<file path="config.mk">
export PLATFORM = sky130hd
export DESIGN_NAME = tcw_ctrl
export DESIGN_NICKNAME = d
export VERILOG_FILES = /design/src/hdl/tcw_pkg.sv /design/src/hdl/tcw_ctrl.sv
export SDC_FILE = /design/constraint.sdc
export NUM_CORES = 1
export LEC_CHECK = 0
export BUFFER_PORTS_ARGS = -buffer_cell sky130_fd_sc_hd__buf_2
export CAP_MARGIN = 25
export CELL_PAD_IN_SITES_DETAIL_PLACEMENT = 1
export CELL_PAD_IN_SITES_GLOBAL_PLACEMENT = 1
export CORE_AREA = 2 2 50 52
export DETAILED_ROUTE_END_ITERATION = 10
export DIE_AREA = 0 0 52 54
export GPL_ROUTABILITY_DRIVEN = 0
export MAX_ROUTING_LAYER = met4
export PLACE_DENSITY = 0.72
export RECOVER_POWER = 50
export SYNTH_ARGS = -nofsm -noshare
export SYNTH_HDL_FRONTEND = slang
export SYNTH_SLANG_ARGS = --single-unit
</file>
<file path="constraint.sdc">
create_clock -name clk_i -period 2.9 [get_ports clk_i]
set_clock_uncertainty 0.05 [all_clocks]
set_input_delay 0.145 -clock clk_i [delete_from_list [all_inputs] [get_ports clk_i]]
set_output_delay 0.145 -clock clk_i [all_outputs]
set_load 0.05 [all_outputs]
</file>
<file path="src/hdl/tcw_pkg.sv">
`timescale 1ns / 1ps
`default_nettype none

package tcw_pkg;

  // Default screen geometry
  localparam int COLUMNS_DEF = 80;
  localparam int ROWS_DEF    = 25;

  // Operation codes carried on the kind field
  localparam logic [2:0] KIND_PUT     = 3'd0;
  localparam logic [2:0] KIND_SET_RC  = 3'd1;
  localparam logic [2:0] KIND_SET_IDX = 3'd2;
  localparam logic [2:0] KIND_BACK    = 3'd3;
  localparam logic [2:0] KIND_CLEAR   = 3'd4;
  localparam logic [2:0] KIND_READ    = 3'd5;

  // Character and attribute constants
  localparam logic [7:0] NEWLINE_CODE = 8'h0A;
  localparam logic [7:0] BLANK_CODE   = 8'h20;
  localparam logic [7:0] NUL_CODE     = 8'h00;
  localparam logic [7:0] RESET_COLOR  = 8'h07;

  // Controller to datapath commands
  typedef struct packed {
    logic ptr_clear;   // rewind sweep pointer, drop pending copy write
    logic fill;        // write blank at sweep pointer, advance
    logic fill_init;   // blank uses the power-up color
    logic copy;        // one step of the scroll copy
    logic put_char;    // write char at cursor and advance cursor
    logic newline;     // cursor to column 0 of next row (holds on last row)
    logic load_rc;     // load cursor from column/row fields
    logic div_load;    // start index to row/column split
    logic div_step;    // split step: row by reciprocal, then column
    logic back_move;   // move cursor back one cell
    logic write_zero;  // write character 0 at cursor
    logic cur_zero;    // cursor to origin
    logic rd_cell;     // read cell at clamped index
    logic load_out;    // load result register
    logic out_rd;      // result carries the read data
  } tcw_cmd_t;

  // Datapath to controller status
  typedef struct packed {
    logic char_newline;
    logic last_col;
    logic last_row;
    logic rem_lt;
    logic copy_done;
    logic ptr_last;
  } tcw_sts_t;

endpackage

`default_nettype wire

</file>
<file path="src/hdl/tcw_ctrl.sv">
`timescale 1ns / 1ps
`default_nettype none

module tcw_ctrl (
  input  wire logic             clk_i,
  input  wire logic             rst_ni,
  input  wire logic             in_valid_i,
  output logic                  in_ready_o,
  input  wire logic [2:0]       kind_i,
  output logic                  out_valid_o,
  input  wire logic             out_ready_i,
  input  wire tcw_pkg::tcw_sts_t sts_i,
  output tcw_pkg::tcw_cmd_t     cmd_o
);

  typedef enum logic [7:0] {
    S_INIT    = 8'b0000_0001,
    S_IDLE    = 8'b0000_0010,
    S_BS_WR   = 8'b0000_0100,
    S_DIV     = 8'b0000_1000,
    S_COPY    = 8'b0001_0000,
    S_FILL    = 8'b0010_0000,
    S_RESP    = 8'b0100_0000,
    S_RESP_RD = 8'b1000_0000
  } state_e;

  state_e state_q, state_d;
  logic   out_valid_q, out_valid_d;
  logic   out_free;

  assign in_ready_o  = (state_q == S_IDLE);
  assign out_valid_o = out_valid_q;
  assign out_free    = !out_valid_q || out_ready_i;

  // Sequencing
  always_comb begin
    state_d = state_q;
    cmd_o   = '0;
    unique case (state_q)
      S_INIT: begin
        cmd_o.fill      = 1'b1;
        cmd_o.fill_init = 1'b1;
        if (sts_i.ptr_last) state_d = S_IDLE;
      end
      S_IDLE: begin
        if (in_valid_i) begin
          unique case (kind_i)
            tcw_pkg::KIND_PUT: begin
              if (sts_i.char_newline) begin
                cmd_o.newline = 1'b1;
                if (sts_i.last_row) begin
                  cmd_o.ptr_clear = 1'b1;
                  state_d         = S_COPY;
                end else begin
                  state_d = S_RESP;
                end
              end else begin
                cmd_o.put_char = 1'b1;
                if (sts_i.last_col && sts_i.last_row) begin
                  cmd_o.ptr_clear = 1'b1;
                  state_d         = S_COPY;
                end else begin
                  state_d = S_RESP;
                end
              end
            end
            tcw_pkg::KIND_SET_RC: begin
              cmd_o.load_rc = 1'b1;
              state_d       = S_RESP;
            end
            tcw_pkg::KIND_SET_IDX: begin
              cmd_o.div_load = 1'b1;
              state_d        = S_DIV;
            end
            tcw_pkg::KIND_BACK: begin
              cmd_o.back_move = 1'b1;
              state_d         = S_BS_WR;
            end
            tcw_pkg::KIND_CLEAR: begin
              cmd_o.cur_zero  = 1'b1;
              cmd_o.ptr_clear = 1'b1;
              state_d         = S_FILL;
            end
            tcw_pkg::KIND_READ: begin
              cmd_o.rd_cell = 1'b1;
              state_d       = S_RESP_RD;
            end
            default: state_d = S_RESP;  // unused kinds only report the cursor
          endcase
        end
      end
      S_BS_WR: begin
        cmd_o.write_zero = 1'b1;
        state_d          = S_RESP;
      end
      S_DIV: begin
        cmd_o.div_step = 1'b1;
        if (sts_i.rem_lt) state_d = S_RESP;
      end
      S_COPY: begin
        cmd_o.copy = 1'b1;
        if (sts_i.copy_done) state_d = S_FILL;
      end
      S_FILL: begin
        cmd_o.fill = 1'b1;
        if (sts_i.ptr_last) state_d = S_RESP;
      end
      S_RESP: begin
        if (out_free) begin
          cmd_o.load_out = 1'b1;
          state_d        = S_IDLE;
        end
      end
      S_RESP_RD: begin
        if (out_free) begin
          cmd_o.load_out = 1'b1;
          cmd_o.out_rd   = 1'b1;
          state_d        = S_IDLE;
        end
      end
      default: state_d = S_IDLE;
    endcase
  end

  // Result word valid flag
  always_comb begin
    out_valid_d = out_valid_q;
    if (cmd_o.load_out) out_valid_d = 1'b1;
    else if (out_ready_i) out_valid_d = 1'b0;
  end

  always_ff @(posedge clk_i or negedge rst_ni) begin
    if (!rst_ni) begin
      state_q     <= S_INIT;
      out_valid_q <= 1'b0;
    end else begin
      state_q     <= state_d;
      out_valid_q <= out_valid_d;
    end
  end

endmodule

`default_nettype wire

</file>
==> metrics <==
endpoints failing hold 0; Crit path required time 2.71 ns; I/O pins 30; Synth top area share 27.1%; Setup Viol. Count Final 0; biggest area consumer among synthesized cells dfrtp_1; mapped cell area 739 µm²; EDFF count, synth 0; total of warnings raised by yosys 0; post-synth cell types 38; status finished clean; CTS root buf clkbuf_4; ys flop type dfrtp_1; Clock Sinks 9; Crit path depth 5; Pleak 0.461 nW; placed inst area 923 µm²; worst r2r dst state_q[7]; starting density of the core 31.9%; critical setup path kind register to primary output; Detail Placement HPWL 1580 µm; worst hold margin 0.169 ns; startpoint type of the worst setup path register; post-synthesis sequential area ratio 30.6%; Area Growth Syn to Fin 28.1%; Iter 0 DRT Violations 1; R2R Path Start state_q[5]; Die Ht 54 µm; Final ANT Viol Nets 0; Slew headroom 60.3%; DRC 0; CTS clk-pin slew, worst paths 0.06 ns; largest net degree at the start of global routing 10; CP startpoint state_q[5]; worst-case reg-to-reg path depth 5; total iterations of the first detailed-routing run 3; final WL 1970 µm; Avg WL per Cell 13.7 µm; vias in the first global route 794; Worst VDD drop 0.320 mV; f_max 392 MHz; GRT overflow 0; Max Slew Vio Count 0; H-tree Lvls 1; ANT cells 0; port bufs 29; core area 2320 µm²; antenna violations before repair 0; die area 2810 µm²; unrepaired setup endpoints after global routing no; flops & latches, synth 9; CP arrival 2.36 ns; Max Root-Sink Buffers 2; MaxCap Viol Count 0; critical path peak fanout 6; ys async rst share 100%; fin crit share 88.0%; Critical Path End cmd_o[14]; worst hold-check path type primary input to register; total number of vias 740; top post-synthesis cells by area dfrtp_1, nor4_4, nor3_1, mux2_4, dfstp_2; Mapped Nets 92; Clk Latency, worst-skew pair 0.26 ns; Total GRT Usage 17.7%; Crit. End Element primary output; most common cell in the synthesized netlist dfrtp_1; slack of the critical path 0.348 ns; Vias/cell 5.17; post-cts resize count 0; die width 52 µm; share of cells above drive strength 1 42.5%; TritonCTS Buffers 3; pre-CTS WS 0.619 ns; fin nets 127; Core Rows 18; Final Cell Area 947 µm²; CTS tree done; synth cell count leaders dfrtp_1, nand2_1, nor2_1; first-pass GRT wire length 3620 µm; fin crit period 2.55 ns; Worst path top cell family by delay simple AND/OR/NAND/NOR gates; crit path buf inv count 1; crit path cell chain or4_4 > nor3_4 > nand2_1 > a2111oi_2 > buf_2; Worst R2R Setup Slack 0.59 ns; Avg Inst Size Synth 9.36 µm²; Pwr Density 781 nW/µm²; measured slew at the worst slew-check pin 0.597 ns; Mapped Cells 79; Critical Path Max Stage Delay 0.61 ns; Critical Path Slowest Stage Cell or4_4
-- cell usage in the layout, fill, tap and decap left out, types with 2 or more instances in the layout --
cell            n
and3_1          3
buf_2          26
clkbuf_1        4
clkbuf_4        3
dfrtp_1         8
dlygate4sd3_1   2
inv_1           4
mux2_4          2
nand2_1         7
nand2b_1        3
nor2_1          7
nor2b_1         2
nor3_1          6
nor3b_1         2
nor4_1          2
or2_2           4
or4_1           2
xnor2_1         2
-- cell families (layout without fill, tap and decap cells) --
family | Yosys count | after routing | share of synthesized area, %
mux | 2 | 2 | 4.06
simple gates | 52 | 52 | 49.4
flops | 9 | 9 | 30.6
buf+inv | 6 | 40 | 3.55
xor+xnor | 2 | 2 | 2.37
compound gates | 8 | 8 | 9.98
-- layout make-up --
class / count / area, µm²
inverter: 4 / 15.0
multi-input combinational: 64 / 473
sequential: 9 / 226
clock buffer: 4 / 26.3
timing repair buffer: 32 / 169
fill: 293 / 1370
tap: 30 / 37.5
-- report_power, final --
part	internal [mW]	total [mW]	switching (mW)
sequential	0.152	0.181	0.0290
combinational	0.177	0.463	0.286
clock	0.0530	0.0961	0.0431
-- worst register-to-register path, cell delays in order (launching register included) --
cell,delay (ns)
dfrtp_1,0.41
or4_4,0.61
nor4_1,0.50
nor2b_2,0.10
o21ba_4,0.23
mux2_4,0.29
-- routing by layer --
metal  part of all wire [%]  GRT usage (%)  wire (µm)
met1                     45           22.0        890
met2                     49           29.7        954
met3                    4.9           1.11         96
met4                    1.3           7.89         25
met5                      0              -          0
-- registers in the layout (all words and copies together), names as in the netlist --
name,count
state_q,8
out_valid_o,1
-- stage by stage --
stage	util [%]	std cells	TNS, ns	total power [mW]
floorplan	-	79	-0.896	0.561
detailed placement	39.8	137	0	0.665
global route	40.8	143	0	0.797
global placement	39.8	137	0	0.657
finish	40.8	143	0	0.740
CTS	41.8	143	0	0.769
-- repair_timing --
action / CTS / global route
hold buffers: 2 / 0
endpoints found under the hold margin: 10 / 0
buffers inserted: 0 / 0
-- worst min path at each step --
stage                  end  slack (ns)  depth (start not counted)      start
2_1_floorplan  out_valid_o       -0.20                          0     rst_ni
3_3_place_gp    state_q[6]       -0.04                          1     rst_ni
3_5_place_dp   out_valid_o       -0.04                          1     rst_ni
4_1_cts         state_q[4]        0.17                          3   sts_i[1]
5_1_grt         state_q[2]        0.20                          3  kind_i[0]
6_report        state_q[4]        0.17                          3   sts_i[1]
No activity file was read; power rests on OpenSTA's default activity.
